--- src/xmevt_pkg.sv ---
package xmevt_pkg;

   localparam int PENDING_NOTES = 16;
   localparam int DELTA_BITS    = 28;
   localparam int PEND_IW       = (PENDING_NOTES > 1) ? $clog2(PENDING_NOTES) : 1;
   localparam int PEND_CW       = $clog2(PENDING_NOTES + 1);
   localparam logic [DELTA_BITS-1:0] DELTA_MAX = {DELTA_BITS{1'b1}};

   localparam int QUEUE_DEPTH = 4;
   localparam int QUEUE_IW    = $clog2(QUEUE_DEPTH);
   localparam int QUEUE_CW    = $clog2(QUEUE_DEPTH + 1);

   // command codes from front to back
   localparam logic [2:0] OP_PASS     = 3'd0;
   localparam logic [2:0] OP_PASS_FF  = 3'd1;
   localparam logic [2:0] OP_ZERO     = 3'd2;
   localparam logic [2:0] OP_ERR_STAT = 3'd3;
   localparam logic [2:0] OP_INTERVAL = 3'd4;
   localparam logic [2:0] OP_INSERT   = 3'd5;
   localparam logic [2:0] OP_EOT      = 3'd6;

   // result kinds
   localparam logic [1:0] KIND_DELTA = 2'd0;
   localparam logic [1:0] KIND_OFF   = 2'd1;
   localparam logic [1:0] KIND_PASS  = 2'd2;
   localparam logic [1:0] KIND_ERROR = 2'd3;

   localparam logic [1:0] ERR_NONE    = 2'd0;
   localparam logic [1:0] ERR_UNKNOWN = 2'd1;
   localparam logic [1:0] ERR_FULL    = 2'd2;

   localparam logic [7:0] BYTE_META     = 8'hFF;
   localparam logic [7:0] BYTE_EOT      = 8'h2F;
   localparam logic [7:0] BYTE_RUN      = 8'h7F;
   localparam logic [6:0] OFF_VELOCITY  = 7'h7F;

   typedef struct packed {
      logic [2:0]            op;
      logic                  owe;
      logic [7:0]            data;
      logic [DELTA_BITS-1:0] value;
      logic [3:0]            chan;
      logic [6:0]            key;
   } cmd_type;

   typedef struct packed {
      logic [1:0]  kind;
      logic [31:0] vlq_bytes;
      logic [2:0]  vlq_length;
      logic [7:0]  off_status;
      logic [6:0]  off_key;
      logic [6:0]  off_velocity;
      logic [7:0]  pass_byte;
      logic [1:0]  error_code;
      logic        last;
   } res_type;

   // delta as VLQ, first byte sent in the low bits
   function automatic logic [34:0] vlq_encode(input logic [DELTA_BITS-1:0] v);
      logic [27:0] w;
      logic [6:0]  g0, g1, g2, g3;
      logic [31:0] bytes;
      logic [2:0]  len;
      w  = 28'(v);
      g0 = w[6:0];
      g1 = w[13:7];
      g2 = w[20:14];
      g3 = w[27:21];
      if (w[27:7] == '0) begin
         len   = 3'd1;
         bytes = {24'h0, 1'b0, g0};
      end else if (w[27:14] == '0) begin
         len   = 3'd2;
         bytes = {16'h0, 1'b0, g0, 1'b1, g1};
      end else if (w[27:21] == '0) begin
         len   = 3'd3;
         bytes = {8'h0, 1'b0, g0, 1'b1, g1, 1'b1, g2};
      end else begin
         len   = 3'd4;
         bytes = {1'b0, g0, 1'b1, g1, 1'b1, g2, 1'b1, g3};
      end
      return {len, bytes};
   endfunction

endpackage

--- src/xmevt_queue.sv ---
module xmevt_queue (
   input  logic                    clock,
   input  logic                    reset,
   input  logic                    push,
   input  xmevt_pkg::cmd_type      push_cmd,
   output logic                    full,
   input  logic                    pop,
   output logic                    head_valid,
   output xmevt_pkg::cmd_type      head_cmd
);

   localparam int IW = xmevt_pkg::QUEUE_IW;
   localparam int CW = xmevt_pkg::QUEUE_CW;

   xmevt_pkg::cmd_type slot_ff [xmevt_pkg::QUEUE_DEPTH];
   logic [IW-1:0] wr_ff, wr_in;
   logic [IW-1:0] rd_ff, rd_in;
   logic [CW-1:0] cnt_ff, cnt_in;
   logic          do_push, do_pop;

   assign full       = (cnt_ff == CW'(xmevt_pkg::QUEUE_DEPTH));
   assign head_valid = (cnt_ff != '0);
   assign head_cmd   = slot_ff[rd_ff];
   assign do_push    = push && !full;
   assign do_pop     = pop && head_valid;

   always_comb begin
      wr_in  = do_push ? IW'((32'(wr_ff) + 1) % xmevt_pkg::QUEUE_DEPTH) : wr_ff;
      rd_in  = do_pop  ? IW'((32'(rd_ff) + 1) % xmevt_pkg::QUEUE_DEPTH) : rd_ff;
      cnt_in = cnt_ff + CW'(do_push) - CW'(do_pop);
   end

   always_ff @(posedge clock) begin
      if (reset) begin
         wr_ff  <= '0;
         rd_ff  <= '0;
         cnt_ff <= '0;
      end else begin
         wr_ff  <= wr_in;
         rd_ff  <= rd_in;
         cnt_ff <= cnt_in;
      end
   end

   always_ff @(posedge clock) begin
      if (do_push) slot_ff[wr_ff] <= push_cmd;
   end

endmodule

--- config.mk ---
export PLATFORM = sky130hd
export DESIGN_NAME = xmevt_queue
export DESIGN_NICKNAME = d
export VERILOG_FILES = /design/src/xmevt_pkg.sv /design/src/xmevt_queue.sv
export SDC_FILE = /design/constraint.sdc
export NUM_CORES = 1
export LEC_CHECK = 0
export ABC_AREA = 1
export BUFFER_PORTS_ARGS = -buffer_cell sky130_fd_sc_hd__clkbuf_2
export CAP_MARGIN = 20
export CORE_ASPECT_RATIO = 1.5
export CORE_UTILIZATION = 43
export DETAILED_ROUTE_END_ITERATION = 8
export PLACE_DENSITY_LB_ADDON = 0.25
export SETUP_SLACK_MARGIN = 0.3
export SYNTH_ARGS = -nofsm -noshare
export SYNTH_HDL_FRONTEND = slang
export SYNTH_SLANG_ARGS = --single-unit
--- constraint.sdc ---
create_clock -name clock -period 9.15 [get_ports clock]
set_input_delay 0 -clock clock [delete_from_list [all_inputs] [get_ports clock]]
set_output_delay 0 -clock clock [all_outputs]
set_load 0.005 [all_outputs]
* Word level (Yosys, flattened, before mapping) *
Memories as Yosys holds them, arrays and structs flattened. A register that Yosys moved wholly into a read port is not among the register bits.
Cells that the tools add are included.
Widths: inputs -> output; s select.

operators by class
  add/subtract/negate cells = 4
  equality and inequality tests = 1
  mux-type cells = 4
  reduce and logical (&&, ||, !) cells = 4

operators with widths
  kind                 number
  $add 2x1->2 const B  2
  $mux 2               2
  $add 3x1->3          1
  $eq 3x3->1 const B   1
  $reduce_bool 3->1    1
  $sub 3x1->3          1
  $logic_and 1x1->1    2
  $mux 1               2
  $logic_not 1->1      1

word-level totals
  memory bits (writable) = 204
  memories = 1
  bits in registers = 7

memories
  memory   depth  width  read ports  clocked after Yosys merged registers in  wr ports  line               text
  slot_ff  4      51     1           1                                        1         xmevt_queue.sv:15  xmevt_pkg::cmd_type slot_ff [xmevt_pkg::QUEUE_DEPTH];

* Longest topological paths before layout *
  word-level depth = 5
  mapped depth = 10

* Least setup slack after synthesis *
OpenSTA, ideal clock, no wires.

  path type = register to register
  from = register cnt_ff[1]
  to = memory slot_ff[0][0] (netlist name) (enable)
  arrival time = 2.872 ns
  setup slack = 5.818 ns
  stages on the path, launching flop included = 5
  path through = dfxtp_1 > nor2_1 > nand2_1 > nand2_1 > nor2_1

on the way
  word-level cells in the longest chain between the ends = 5

ends and longest elaborated chain
  element                       line               text
  from (decl)                   xmevt_queue.sv:18  logic [CW-1:0] cnt_ff, cnt_in;
  from (signal assigned)        xmevt_queue.sv:41  cnt_ff <= cnt_in;
  $eq 3x3->1                    xmevt_queue.sv:21  assign full = (cnt_ff == CW'(xmevt_pkg::QUEUE_DEPTH));
  $logic_not 1->1               xmevt_queue.sv:24  assign do_push = push && !full;
  $logic_and 1x1->1             xmevt_queue.sv:24
  $mux 1                        xmevt_queue.sv:46  if (do_push) slot_ff[wr_ff] <= push_cmd;
  $mux 1 (not written as such)  xmevt_queue.sv:46
  to (decl)                     xmevt_queue.sv:15

Every way passes these cells.

==> reports/metrics.cfg <==
[floorplanning]
placementRows = 61
start_util_pct = 43.7
dieHeight_um = 170
core-area_sq_mm = 0.0185
die_area_sq_mm = 0.0193
die_x_um = 114
pin_count = 108

[status]
status = completed

[timing]
grt_setup_unrepaired = no
fin_worst_skew_ns = 0.0134
fmax_ghz = 0.355
setup_viol = 0
hold_violations = 0
drv_slew = 0
final.setup.tns_ns = 0
timing.final.ws_setup_ns = 6.33
worst_pin_slew_ns = 0.961
period_share_pct = 30.8
relSlewSlack_pct = 35.8
period_minus_slack_ns = 2.82

[setup_path]
cp-start-kind = flip-flop
critPathKind = flip-flop to output pin
critPathCaptureType = output pin
required_ns = 9.15
cp_max_fo = 68
r2r_slack_ns = 6.65
cp.arrival_ns = 2.82

[global_routing]
grt_overflow = 0
grt_pass1_wl_um = 25600
first_global_vias = 5186
grt_max_degree = 69
antenna_found_initial = 0
grt_usage_pct = 17.2

[yosys]
syn_nets = 621
yosys_register_bits = 213
synth_cells = 559
synth_area_sq_mm = 0.00807
yosys-top-cells-count = edfxtp_1, nor2_1, o21ai_1
async_reset_ff_share_pct = 0
ys_types = 19
synth_edf_count = 204
synthTopCellsByArea = edfxtp_1, nor2_1, o22ai_1
yosysTopAreaCellShare_pct = 75.9
yosysTopAreaCell = edfxtp_1
post-synth-top-count-cell = edfxtp_1
synth_flop_cell = edfxtp_1
avgSynthCellArea_sq_um = 14.4
yosysSeqAreaShare_pct = 78.1
ys.warnings.count = 0

[clock_network]
cts_inserted_buffers = 19
holdBufCountCts = 54
cts.root.buffer_cell = clkbuf_16
clk_path_buf_depth = 3
clk_pin_slew_ns = 0.06
cts_tree = yes
clkLatencyLatePin_ns = 0.47
postCtsResizedCells = 0
h-tree-depth = 1
cts.sinks = 213
cts_setup_buffers = 0

[placed_design]
io_buffers = 107
dpl.hpwl_um = 9390
place_congestion = 0.745
dp_worst_setup_slack_ns = 6.57
placed_cell_area_sq_mm = 0.00877

[drt]
drt-total-wl_um = 16600
dr.pass1.iters = 4
drcViolationCount = 0
wl_per_cell_um = 17.0
num_vias = 5028
viasPerCell = 5.15
first_iter_violations = 285
ant_nets = 0

[layout]
fillers = 1601
fin_nets = 778
areaGrowthSynthToFinish_pct = 21.8
multi_input_area_sq_mm = 0.00149
antenna_cells = 0
drive_gt1_share_pct = 20.0
seqCellArea_sq_mm = 0.00631
final_area_sq_mm = 0.00983

[power]
p_leak_uw = 0.00351
worst_ir_drop_vdd_mv = 0.169
powerDensity_mw_per_mm2 = 252

[flow_run]
drv_cap = 0

[worst_hold_path]
hp-class = input pin to flip-flop

## path summary, 6_finish.rpt
check,start,end,cells after the start
setup / recovery,flip-flop,head_cmd[39],5
hold / removal,reset,cnt_ff[0]$_SDFF_PP0_,3
setup reg to reg,cnt_ff[1]$_SDFF_PP0_,slot_ff[3][43]$_DFFE_PP_,5
hold reg to reg,rd_ff[0]$_SDFFE_PP0P_,rd_ff[0]$_SDFFE_PP0P_,2
## stage by stage
step / hold WS [ns] / util [%] / std cells / power [uW]
2_1_floorplan: 0.0667 / - / 559 / 1590
3_3_place_gp: 0.192 / 47.5 / 893 / 1770
3_5_place_dp: 0.201 / 47.5 / 893 / 1800
4_1_cts: 0.250 / 53.2 / 976 / 2500
5_1_grt: 0.281 / 53.2 / 976 / 2600
6_report: 0.268 / 53.2 / 976 / 2470
## power breakdown
part | switching [uW] | total, uW | internal [uW]
clock | 310 | 687 | 377
combinational | 352 | 551 | 199
sequential | 46.2 | 1240 | 1190
## kinds of logic after synthesis
kind of cell,after synthesis,share of synthesized area (%)
AND/OR/NAND/NOR,130,6.09
flip-flops,213,78.1
buffers and inverters,49,3.84
adder cells (fa/ha/maj),7,1.18
AO/OA/AOI/OAI,160,10.8
## layout by cell type (no fill, tap or decap)
master         Yosys  layout
dlygate4sd3_1      0      54
inv_2              2       1
fa_1               1       1
clkinv_2           0       3
clkinv_4           0       1
inv_1             15      15
o22ai_1           51      51
nand3_1            3       3
nor2_1           115     111
clkinv_1           0       4
a21boi_0           2       2
edfxtp_1         204     204
a21oi_1            4       4
dfxtp_2            0       1
dfxtp_4            0       1
clkbuf_2           2     107
buf_4              5       7
o21ai_1           60      60
nor2_4             0       4
clkbuf_16          0      19
clkinvlp_4         0       1
clkbuf_1           6       2
nand2_1           12      12
ha_1               6       6
dfxtp_1            9       7
o21ai_0           43      43
## sequential cells by signal, indices dropped and copies added (netlist names), named ones only
signal / flops
slot_ff: 204
cnt_ff: 3
rd_ff: 2
wr_ff: 2
## worst max-delay path: stages, from the launching register on
cell and delay [ns]:
dfxtp_4 0.67, clkinv_2 0.54, buf_4 0.53, o21ai_0 0.28
o22ai_1 0.15, clkbuf_2 0.14
## metal layers
metal | share of wire (%) | vias up | wire length, um | GRT usage, %
li1 | - | 2394 | - | -
met1 | 40 | 2478 | 6550 | 19.6
met2 | 53 | 126 | 8800 | 31.9
met3 | 4.5 | 30 | 748 | 3.03
met4 | 2.8 | 0 | 463 | 6.78
met5 | 0 | - | 0 | 0
## final cells by class
| cell class | instances | share of cell area, % |
|---|---|---|
| flip-flops and latches | 213 | 64.2 |
| multi-input cells | 297 | 15.1 |
| repair buffers | 168 | 11.5 |
| clock buffers | 21 | 4.91 |
| well taps | 252 | 3.21 |
| inverters | 17 | 0.662 |
| clock inverters | 8 | 0.420 |
No activity file was read; power rests on OpenSTA's default activity.
