==> src/xmevt_pkg.sv <==
package xmevt_pkg;

   localparam int PENDING_NOTES = 16;
   localparam int DELTA_BITS    = 28;
   localparam int PEND_IW       = (PENDING_NOTES > 1) ? $clog2(PENDING_NOTES) : 1;
   localparam int PEND_CW       = $clog2(PENDING_NOTES + 1);
   localparam logic [DELTA_BITS-1:0] DELTA_MAX = {DELTA_BITS{1'b1}};

   localparam int QUEUE_DEPTH = 4;
   localparam int QUEUE_IW    = $clog2(QUEUE_DEPTH);
   localparam int QUEUE_CW    = $clog2(QUEUE_DEPTH + 1);

   // command codes from front to back
   localparam logic [2:0] OP_PASS     = 3'd0;
   localparam logic [2:0] OP_PASS_FF  = 3'd1;
   localparam logic [2:0] OP_ZERO     = 3'd2;
   localparam logic [2:0] OP_ERR_STAT = 3'd3;
   localparam logic [2:0] OP_INTERVAL = 3'd4;
   localparam logic [2:0] OP_INSERT   = 3'd5;
   localparam logic [2:0] OP_EOT      = 3'd6;

   // result kinds
   localparam logic [1:0] KIND_DELTA = 2'd0;
   localparam logic [1:0] KIND_OFF   = 2'd1;
   localparam logic [1:0] KIND_PASS  = 2'd2;
   localparam logic [1:0] KIND_ERROR = 2'd3;

   localparam logic [1:0] ERR_NONE    = 2'd0;
   localparam logic [1:0] ERR_UNKNOWN = 2'd1;
   localparam logic [1:0] ERR_FULL    = 2'd2;

   localparam logic [7:0] BYTE_META     = 8'hFF;
   localparam logic [7:0] BYTE_EOT      = 8'h2F;
   localparam logic [7:0] BYTE_RUN      = 8'h7F;
   localparam logic [6:0] OFF_VELOCITY  = 7'h7F;

   typedef struct packed {
      logic [2:0]            op;
      logic                  owe;
      logic [7:0]            data;
      logic [DELTA_BITS-1:0] value;
      logic [3:0]            chan;
      logic [6:0]            key;
   } cmd_type;

   typedef struct packed {
      logic [1:0]  kind;
      logic [31:0] vlq_bytes;
      logic [2:0]  vlq_length;
      logic [7:0]  off_status;
      logic [6:0]  off_key;
      logic [6:0]  off_velocity;
      logic [7:0]  pass_byte;
      logic [1:0]  error_code;
      logic        last;
   } res_type;

   // delta as VLQ, first byte sent in the low bits
   function automatic logic [34:0] vlq_encode(input logic [DELTA_BITS-1:0] v);
      logic [27:0] w;
      logic [6:0]  g0, g1, g2, g3;
      logic [31:0] bytes;
      logic [2:0]  len;
      w  = 28'(v);
      g0 = w[6:0];
      g1 = w[13:7];
      g2 = w[20:14];
      g3 = w[27:21];
      if (w[27:7] == '0) begin
         len   = 3'd1;
         bytes = {24'h0, 1'b0, g0};
      end else if (w[27:14] == '0) begin
         len   = 3'd2;
         bytes = {16'h0, 1'b0, g0, 1'b1, g1};
      end else if (w[27:21] == '0) begin
         len   = 3'd3;
         bytes = {8'h0, 1'b0, g0, 1'b1, g1, 1'b1, g2};
      end else begin
         len   = 3'd4;
         bytes = {1'b0, g0, 1'b1, g1, 1'b1, g2, 1'b1, g3};
      end
      return {len, bytes};
   endfunction

endpackage

==> src/xmevt_front.sv <==
module xmevt_front (
   input  logic                    clock,
   input  logic                    reset,
   input  logic                    req_valid,
   output logic                    req_stall,
   input  logic [7:0]              req_in_byte,
   input  logic                    q_full,
   output logic                    q_push,
   output xmevt_pkg::cmd_type      q_cmd
);

   localparam logic [3:0] PH_IDLE      = 4'd0;
   localparam logic [3:0] PH_INTERVAL  = 4'd1;
   localparam logic [3:0] PH_DATA      = 4'd2;
   localparam logic [3:0] PH_NOTE_KEY  = 4'd3;
   localparam logic [3:0] PH_NOTE_VEL  = 4'd4;
   localparam logic [3:0] PH_NOTE_DUR  = 4'd5;
   localparam logic [3:0] PH_META_TYPE = 4'd6;
   localparam logic [3:0] PH_META_LEN  = 4'd7;
   localparam logic [3:0] PH_META_BODY = 4'd8;

   localparam int DB = xmevt_pkg::DELTA_BITS;

   logic [3:0]    phase_ff, phase_in;
   logic [DB-1:0] ivl_ff, ivl_in;
   logic [DB-1:0] dur_ff, dur_in;
   logic          owe_ff, owe_in;
   logic [7:0]    status_ff, status_in;
   logic [7:0]    rem_ff, rem_in;
   logic [6:0]    key_ff, key_in;
   logic          ended_ff, ended_in;

   logic          accept;
   logic [DB:0]   ivl_sum;
   logic [DB+6:0] dur_shift;
   logic [DB-1:0] ivl_sat, dur_sat;
   logic [7:0]    b;

   assign req_stall = q_full;
   assign accept    = req_valid && !q_full;
   assign b         = req_in_byte;

   assign ivl_sum   = {1'b0, ivl_ff} + (DB+1)'(b);
   assign ivl_sat   = ivl_sum[DB] ? xmevt_pkg::DELTA_MAX : ivl_sum[DB-1:0];
   assign dur_shift = {dur_ff, b[6:0]};
   assign dur_sat   = (dur_shift[DB+6:DB] != '0) ? xmevt_pkg::DELTA_MAX : dur_shift[DB-1:0];

   always_comb begin
      phase_in  = phase_ff;
      ivl_in    = ivl_ff;
      dur_in    = dur_ff;
      owe_in    = owe_ff;
      status_in = status_ff;
      rem_in    = rem_ff;
      key_in    = key_ff;
      ended_in  = ended_ff;
      q_push    = 1'b0;
      q_cmd     = '0;
      q_cmd.data  = b;
      q_cmd.chan  = status_ff[3:0];
      q_cmd.key   = key_ff;
      if (accept && !ended_ff) begin
         unique case (phase_ff)
            PH_IDLE: begin
               if (!b[7]) begin
                  ivl_in = DB'(b);
                  if (b == xmevt_pkg::BYTE_RUN) begin
                     phase_in = PH_INTERVAL;
                  end else begin
                     q_push      = 1'b1;
                     q_cmd.op    = xmevt_pkg::OP_INTERVAL;
                     q_cmd.value = DB'(b);
                     owe_in      = 1'b0;
                     ivl_in      = '0;
                  end
               end else if (b == xmevt_pkg::BYTE_META) begin
                  q_push   = owe_ff;
                  q_cmd.op = xmevt_pkg::OP_ZERO;
                  owe_in   = 1'b1;
                  phase_in = PH_META_TYPE;
               end else if (b[7:4] != 4'hF) begin
                  q_push    = 1'b1;
                  q_cmd.op  = xmevt_pkg::OP_PASS;
                  q_cmd.owe = owe_ff;
                  owe_in    = 1'b1;
                  status_in = b;
                  if (b[7:4] == 4'h9) begin
                     phase_in = PH_NOTE_KEY;
                  end else begin
                     rem_in   = (b[7:4] == 4'hC || b[7:4] == 4'hD) ? 8'd1 : 8'd2;
                     phase_in = PH_DATA;
                  end
               end else begin
                  q_push   = 1'b1;
                  q_cmd.op = xmevt_pkg::OP_ERR_STAT;
               end
            end
            PH_INTERVAL: begin
               ivl_in = ivl_sat;
               if (b != xmevt_pkg::BYTE_RUN) begin
                  q_push      = 1'b1;
                  q_cmd.op    = xmevt_pkg::OP_INTERVAL;
                  q_cmd.value = ivl_sat;
                  owe_in      = 1'b0;
                  ivl_in      = '0;
                  phase_in    = PH_IDLE;
               end
            end
            PH_DATA, PH_META_BODY: begin
               q_push   = 1'b1;
               q_cmd.op = xmevt_pkg::OP_PASS;
               if (rem_ff != '0) rem_in = rem_ff - 8'd1;
               if (rem_ff <= 8'd1) phase_in = PH_IDLE;
            end
            PH_NOTE_KEY: begin
               q_push   = 1'b1;
               q_cmd.op = xmevt_pkg::OP_PASS;
               key_in   = b[6:0];
               phase_in = PH_NOTE_VEL;
            end
            PH_NOTE_VEL: begin
               q_push   = 1'b1;
               q_cmd.op = xmevt_pkg::OP_PASS;
               dur_in   = '0;
               phase_in = PH_NOTE_DUR;
            end
            PH_NOTE_DUR: begin
               dur_in = dur_sat;
               if (!b[7]) begin
                  q_push      = 1'b1;
                  q_cmd.op    = xmevt_pkg::OP_INSERT;
                  q_cmd.value = dur_sat;
                  phase_in    = PH_IDLE;
               end
            end
            PH_META_TYPE: begin
               q_push = 1'b1;
               if (b == xmevt_pkg::BYTE_EOT) begin
                  q_cmd.op = xmevt_pkg::OP_EOT;
                  ended_in = 1'b1;
                  phase_in = PH_IDLE;
               end else begin
                  q_cmd.op = xmevt_pkg::OP_PASS_FF;
                  phase_in = PH_META_LEN;
               end
            end
            PH_META_LEN: begin
               q_push   = 1'b1;
               q_cmd.op = xmevt_pkg::OP_PASS;
               rem_in   = b;
               phase_in = (b != '0) ? PH_META_BODY : PH_IDLE;
            end
            default: begin
               phase_in = PH_IDLE;
            end
         endcase
      end
   end

   always_ff @(posedge clock) begin
      if (reset) begin
         phase_ff  <= PH_IDLE;
         ivl_ff    <= '0;
         dur_ff    <= '0;
         owe_ff    <= 1'b1;
         status_ff <= '0;
         rem_ff    <= '0;
         key_ff    <= '0;
         ended_ff  <= 1'b0;
      end else begin
         phase_ff  <= phase_in;
         ivl_ff    <= ivl_in;
         dur_ff    <= dur_in;
         owe_ff    <= owe_in;
         status_ff <= status_in;
         rem_ff    <= rem_in;
         key_ff    <= key_in;
         ended_ff  <= ended_in;
      end
   end

endmodule

==> config.mk <==
export PLATFORM = sky130hd
export DESIGN_NAME = xmevt_front
export DESIGN_NICKNAME = d
export VERILOG_FILES = /design/src/xmevt_pkg.sv /design/src/xmevt_front.sv
export SDC_FILE = /design/constraint.sdc
export NUM_CORES = 1
export LEC_CHECK = 0
export ABC_AREA = 1
export BUFFER_PORTS_ARGS = -buffer_cell sky130_fd_sc_hd__buf_2
export CORE_MARGIN = 4
export CORE_UTILIZATION = 64
export DETAILED_ROUTE_END_ITERATION = 8
export PLACE_DENSITY = 0.9
export SYNTH_ARGS = -nofsm -noshare
export SYNTH_HDL_FRONTEND = slang
export SYNTH_SLANG_ARGS = --single-unit
==> constraint.sdc <==
create_clock -name clock -period 5.3 [get_ports clock]
set_clock_uncertainty 0.15 [all_clocks]
set_input_delay 0.53 -clock clock [delete_from_list [all_inputs] [get_ports clock]]
set_output_delay 0.53 -clock clock [all_outputs]
set_load 0.03 [all_outputs]
Yosys cells after proc, flatten, opt, wreduce, memory -nomap -nowiden
Cells that the tools add are included.
{ "word_totals": {"mem_bits_rw": 0, "latchBits": 0, "wordCells": 119, "memories": 0, "in_bits": 12, "register_bits": 81, "output_inout_bits": 53, "romBits": 0} }
{ "op_classes": {"multipliers": 0, "magnitude_cmp": 1, "n_div": 0, "n_bitwise": 1, "n_shift": 0, "muxes": 57, "reduce_logical": 22, "addsub": 2, "eq_ne": 28} }
{ "op_table": {"columns": ["cell", "count"], "rows": [
  ["$mux 28", 7],
  ["$pmux 28 s2", 2],
  ["$pmux 28 s3", 1],
  ["$mux 8", 5],
  ["$mux 4", 9],
  ["$pmux 4 s8", 1],
  ["$add 28x8->29", 1],
  ["$pmux 8 s3", 1],
  ["$mux 7", 3],
  ["$mux 3", 6],
  ["$ne 2x2->1 const B", 9],
  ["$eq 4x3->1 const B", 4],
  ["$eq 4x4->1 const B", 4],
  ["$mux 1", 16],
  ["$reduce_bool 8->1", 2],
  ["$pmux 3 s4", 1],
  ["$reduce_and 5->1", 2],
  ["$eq 4x2->1 const B", 2],
  ["$eq 8x6->1 const B", 1],
  ["$eq 8x7->1 const B", 1],
  ["$eq 8x8->1 const B", 1],
  ["$le 8x1->1 const B", 1],
  ["$ne 4x4->1 const B", 2],
  ["$ne 8x7->1 const B", 1],
  ["20 further kinds", 28]
]} }

Longest topological paths before layout
Gate-level depths: netlist of run 1.
{ "depth": {"ltp_word": 8, "depth_mapped": 13, "ltp_nobuf": 13} }

Least setup slack after synthesis of run 1
OpenSTA, ideal clock, no wires.
{ "synth_path": {"kind": "input port to output port", "startpoint": "input req_in_byte[0]", "endpoint": "output q_cmd[19] (netlist name)", "path_stages": 10, "setup_slack_ns": 2.174, "n_path_buf": 0, "arrival_time_ns": 2.446, "required_ns": 4.620, "path_cell_list": "ha_1 fa_1 nand3_1 nand3_2 nand2_1 nand3b_1 or2_2 nand3_1 nand2_1 a21oi_1"} }
{ "synth_lines": {"columns": ["item", "line", "source"], "rows": [
  ["start: declaration", "xmevt_front.sv:6", "input logic [7:0] req_in_byte,"],
  ["end: declaration", "xmevt_front.sv:9", "output xmevt_pkg::cmd_type q_cmd"]
]} }

==> reports/summary.txt, run 1 <==
status: completed
worst path required time: 4620 ps
DRC viols: 0
# diodes: 0
Max-Cap Viols: 0
TritonCTS clock tree: built
Setup TNS Final: 0 ps
Cell Area, Synth: 5590 um^2
TritonCTS Buffers: 9
Synth area leaders: dfxtp_1 29%, nand2_1 21%, a21oi_1 9.4%
final net count: 974
commonest non-fill, non-tap cell in the layout: nand2_1
max_slew headroom: 35.9%
Synth-to-Final Area Change: 8.17%
H-tree Lvls: 3
most frequent CP cell: nand2_1
CP max stage delay: 440 ps
Synth cell types: 39
Syn Nets: 939
area leader, netlist: dfxtp_1
Place WS: 1950 ps
R2R Path End: ivl_ff[11]$_SDFFE_PP0P_
number of synthesized register bits: 81
Worst-Skew Late Latency: 370 ps
Hold Path Origin: dur_ff[15]$_SDFFE_PP0P_
Die Width: 101 um
Power Dens Cells: 217 nW/um^2
Mapped Cells: 916
end of the worst hold path: dur_ff[15]$_SDFFE_PP0P_
Port Buffers: 64
period utilization: 64.9%
drt wl/cell: 15.2 um
Initial DRT Pass Iterations: 6
Iteration-0 DRC Markers: 573
reg-to-reg startpoint: ended_ff$_SDFFE_PP0P_
LEAKAGE: 2.78 nW
Post-CTS Hold Buffers: 0
worst hold stages: 2
Setup violations, final: 0
met2 WL: 7480 um
clock slew at reported path FFs: 90 ps
fill cell count: 739
most frequent cells in the layout: 312 x nand2_1, 105 x a21oi_1, 84 x inv_1
Routed WL: 16100 um
Final Wtd Congestion: 1.03
Sink Count: 81
GR Util All Layers: 31.8%
flop2flop setup slack: 2620 ps
Seq/Total Area, Yosys: 29.0%
Initial Util: 67.0%
area of the multi-input gates: 3380 um^2
crit path max-delay cell type: inv_2
critical path peak fanout: 28
layout cell share with drive strength beyond 1: 15.4%
crit end category: output port
met1 WL: 6670 um
Fmax: 291 MHz
synth warn: 0
Reg2Reg Depth: 5
Rows: 33
critical path cell sequence: nor2_4 > nand2_1 > nor2_2 > nand2_1 > inv_2 > nand3_1 > a21oi_1 > buf_2
pin count of the biggest net entering global routing: 58
CTS root buf: clkbuf_8
Max Root-Sink Buffers: 2
syn avg cell area: 6.10 um^2
IR drop worst, VDD: 0.161 mV
DIE HEIGHT: 101 um
top routing layer in use: met4
die area: 10300 um^2
Post-CTS Setup Bufs: 0
Vias per Instance: 5.80
met3 wire length: 1380 um
vias: 6155
CP arrival: 2760 ps
Ports: 65
HP Class: flop to flop
crit path kind: flop to output port
actual slew at the worst max-slew pin: 960 ps
fin. max-slew vios: 0
grt total ovfl: 0
initial antenna violation count: 0
Worst Setup SP: phase_ff[3]$_SDFFE_PP0P_
final hold vios: 0
post-CTS sizing: 0
register area: 1620 um^2
HPWL after DPL: 11300 um
minimum clock period: 3440 ps
antenna-violating nets left: 0
PnR worst setup slack: 1860 ps
core area: 8340 um^2
Synth top area share: 29.0%
first-pass GRT wire length: 26200 um
vias in the first global route: 5506
RSZ-0062 raised after global routing: false
startpoint types: flop
[flip-flops by register name (all words and copies together) (netlist names)]
signal and count:
status_ff 4, owe_ff 1, ivl_ff 28, phase_ff 4, dur_ff 28, rem_ff 8, ended_ff 1, key_ff 7
[critical path, delay by kind of cell, from the launching register on]
family                 cells  cell delay, ps
flip-flops                 1             350
buffers and inverters      2             680
AND/OR/NAND/NOR            5            1110
AO/OA/AOI/OAI              1             250
[routing by layer]
metal  global-route usage [%]  vias up
li1                         -     3006
met1                     43.2     2758
met2                     49.6      319
met3                     4.27       72
met4                     15.2        0
met5                        0        -
[worst max path at each step]
stage,to,depth (start not counted)
final,q_cmd[31],8
after global routing,q_cmd[31],8
after CTS,q_cmd[19],12
after detailed placement,q_cmd[19],12
after global placement,q_cmd[19],12
after floorplan,q_cmd[19],10
[synthesized netlist by cell type]
master,count
nor3_2,1
nor4_1,2
buf_4,15
nor2_1,61
nor2_2,8
buf_2,10
nand4_1,8
o22ai_1,5
and2_4,1
or2_1,1
xnor2_1,6
or2_2,22
nor2_4,3
o21ai_0,41
nand3b_1,3
a21oi_1,105
buf_6,2
nor3_1,11
clkbuf_1,17
fa_1,1
nand3_4,1
nand4_2,1
o2bb2ai_1,1
o21ai_2,1
nand2_4,2
inv_2,8
nand3_1,65
nand2_1,312
nor3_4,2
inv_1,84
a31oi_1,2
o21ai_1,4
o31ai_1,1
o211ai_1,1
nand2_2,3
xor2_1,4
dfxtp_1,81
ha_1,10
nand3_2,10
[through the flow]
| step | power [mW] | std cells | util (%) | hold WS [ps] | cell area [um^2] |
|---|---|---|---|---|---|
| final | 1.31 | 1061 | 72.5 | 315 | 6050 |
| after global routing | 1.35 | 1061 | 72.5 | 336 | 6050 |
| after CTS | 1.30 | 1061 | 72.5 | 319 | 6050 |
| after detailed placement | 0.788 | 1045 | 69.8 | 305 | 5820 |
| after global placement | 0.786 | 1045 | 69.8 | 300 | 5820 |
| after floorplan | 0.752 | 916 | - | 279 | 5590 |
[kinds of logic after synthesis]
kind of cell    synth area share (%)
compound gates                  14.8
fa+ha+maj                       2.60
buf+inv                         10.6
simple gates                    41.4
xor+xnor                        1.57
flops                           29.0
[where the power goes]
group	internal, mW	total (mW)	switching (mW)	leakage [nW]
combinational	0.0431	0.158	0.115	2.02
clock	0.271	0.532	0.261	0.115
sequential	0.615	0.620	0.00578	0.654
[area by class of cell]
cell class,instances,share of cell area [%]
Clock buffer,9,2.05
Inverter,92,5.71
Multi-Input combinational cell,699,55.8
Sequential cell,81,26.8
Timing Repair Buffer,68,5.79
Tap cell,105,2.17
Clock inverter,7,1.65
(Power assumes the default switching activity.)
==> run 2, diff against run 1 <==
- CORE_UTILIZATION: 64 -> 54
- PLACE_DENSITY: 0.9 -> 0.82
- clock period: 5.3 -> 3 ns (I/O delays scaled with it)
==> run 2 against run 1 <==
  * Combinational power grew 90%
  * Register-to-register slack lost 1700 ps
  * Count of clock-buffer cells in the layout did not move
  * Utilization shrank 6.5 points
  * Critical path depth increased by 1
  * Wire length rose by 5.1%
  * Critical endpoint is now q_cmd[26]
  * Largest power group unchanged
==> reports/summary.txt, run 2 (synthesized netlist as in run 1, its figures left out) <==
final hold slack: 277 ps
initial antenna violation count: 0
Rows: 36
# diodes: 0
GR Util All Layers: 28.5%
H-tree Lvls: 3
clock slew at reported path FFs: 90 ps
Synth-to-Final Area Change: 17.0%
Setup violations, final: 0
DRC viols: 0
Iteration-0 DRC Markers: 617
startpoint types: flop
period utilization: 97.7%
crit end category: output port
final net count: 996
HPWL after DPL: 11900 um
TritonCTS Buffers: 9
HP Class: primary input to flop
Initial DRT Pass Iterations: 5
crit path kind: flop to output port
Sink Count: 81
Final Power: 2.27 mW
Die Width: 110 um
first-pass GRT wire length: 27200 um
layout cell share with drive strength beyond 1: 20.9%
LEAKAGE: 2.95 nW
drt wl/cell: 15.2 um
Max-Cap Viols: 0
DIE HEIGHT: 110 um
Core Util, Final: 66.0%
Final Wtd Congestion: 0.994
Fmax: 341 MHz
vias: 6198
final hold vios: 0
Vias per Instance: 5.58
actual slew at the worst max-slew pin: 641 ps
TritonCTS clock tree: built
Ports: 65
Largest regs: dur_ff (28), ivl_ff (28), rem_ff (8)
Power Dens Cells: 347 nW/um^2
fill cell count: 878
core area: 9910 um^2
max_slew headroom: 57.2%
CTS root buf: clkbuf_8
Routed WL: 16900 um
worst path required time: 2550 ps
grt total ovfl: 0
antenna-violating nets left: 0
fin. max-slew vios: 0
Worst-Skew Late Latency: 380 ps
Port Buffers: 64
minimum clock period: 2930 ps
status: completed
vias in the first global route: 5700
Post-CTS Hold Buffers: 0
PnR worst setup slack: 69.4 ps
die area: 12000 um^2
pin count of the biggest net entering global routing: 57
Initial Util: 56.4%
CP arrival: 2480 ps
Place WS: 136 ps
critical path peak fanout: 8
commonest non-fill, non-tap cell in the layout: nand2_1
most frequent cells in the layout: 308 x nand2_1, 100 x a21oi_1, 84 x inv_1
IR drop worst, VDD: 0.333 mV
Max Root-Sink Buffers: 2
==> run 2: worst max-delay path, cell delays in order (launching register included) <==
cell     delay [ps]
dfxtp_1         430
nand2_1         120
nor2_2          200
nand2_1         130
nor2_4          310
nand3_4         300
nand3_4         200
nand2_1          60
a21oi_1         130
buf_2           220
==> run 2: final cells by class <==
type / count / area [um^2] / share of cell area (%)
flip-flops and latches: 81 / 1620 / 24.8
repair buffers: 88 / 542 / 8.28
clock inverters: 7 / 81.3 / 1.24
inverters: 92 / 345 / 5.28
clock buffers: 9 / 124 / 1.89
well taps: 133 / 166 / 2.54
multi-input cells: 701 / 3660 / 55.9
==> run 2: what timing repair did <==
action,CTS,global route
gates resized for setup,7,65
gates cloned,1,1
setup buffers,2,4
endpoints found under the setup margin,27,27
endpoints found under the hold margin,0,0
pin swaps,2,18
==> run 2: path summary, 6_finish.rpt <==
check,depth (start not counted),endpoint,slack [ps],startpoint
worst max-delay path,9,q_cmd[26],70,ivl_ff[20]$_SDFFE_PP0P_
worst min-delay path,4,owe_ff$_SDFFE_PP1P_,280,req_in_byte[7]
worst max register to register,8,ivl_ff[8]$_SDFFE_PP0P_,890,ivl_ff[20]$_SDFFE_PP0P_
worst min register to register,2,dur_ff[11]$_SDFFE_PP0P_,320,dur_ff[11]$_SDFFE_PP0P_
==> run 2: metal layers <==
metal  GRT usage, %  up-vias  part of all wire (%)
li1               -     3059                     -
met1           37.1     2824                    42
met2           47.3      265                    48
met3           4.76       50                   7.4
met4           10.3        0                   3.0
met5              0        -                     0
==> run 2: stage by stage <==
stage,instance area (um^2),instances,setup TNS [ps]
final,6540,1111,0
after global routing,6540,1111,-252
after CTS,6220,1106,-257
after detailed placement,5960,1087,0
after global placement,5960,1087,0
after floorplan,5590,916,0
==> run 2: power by group <==
part | internal, mW | switching, mW
registers | 1.09 | 0.0101
clock network | 0.400 | 0.474
logic | 0.0904 | 0.210
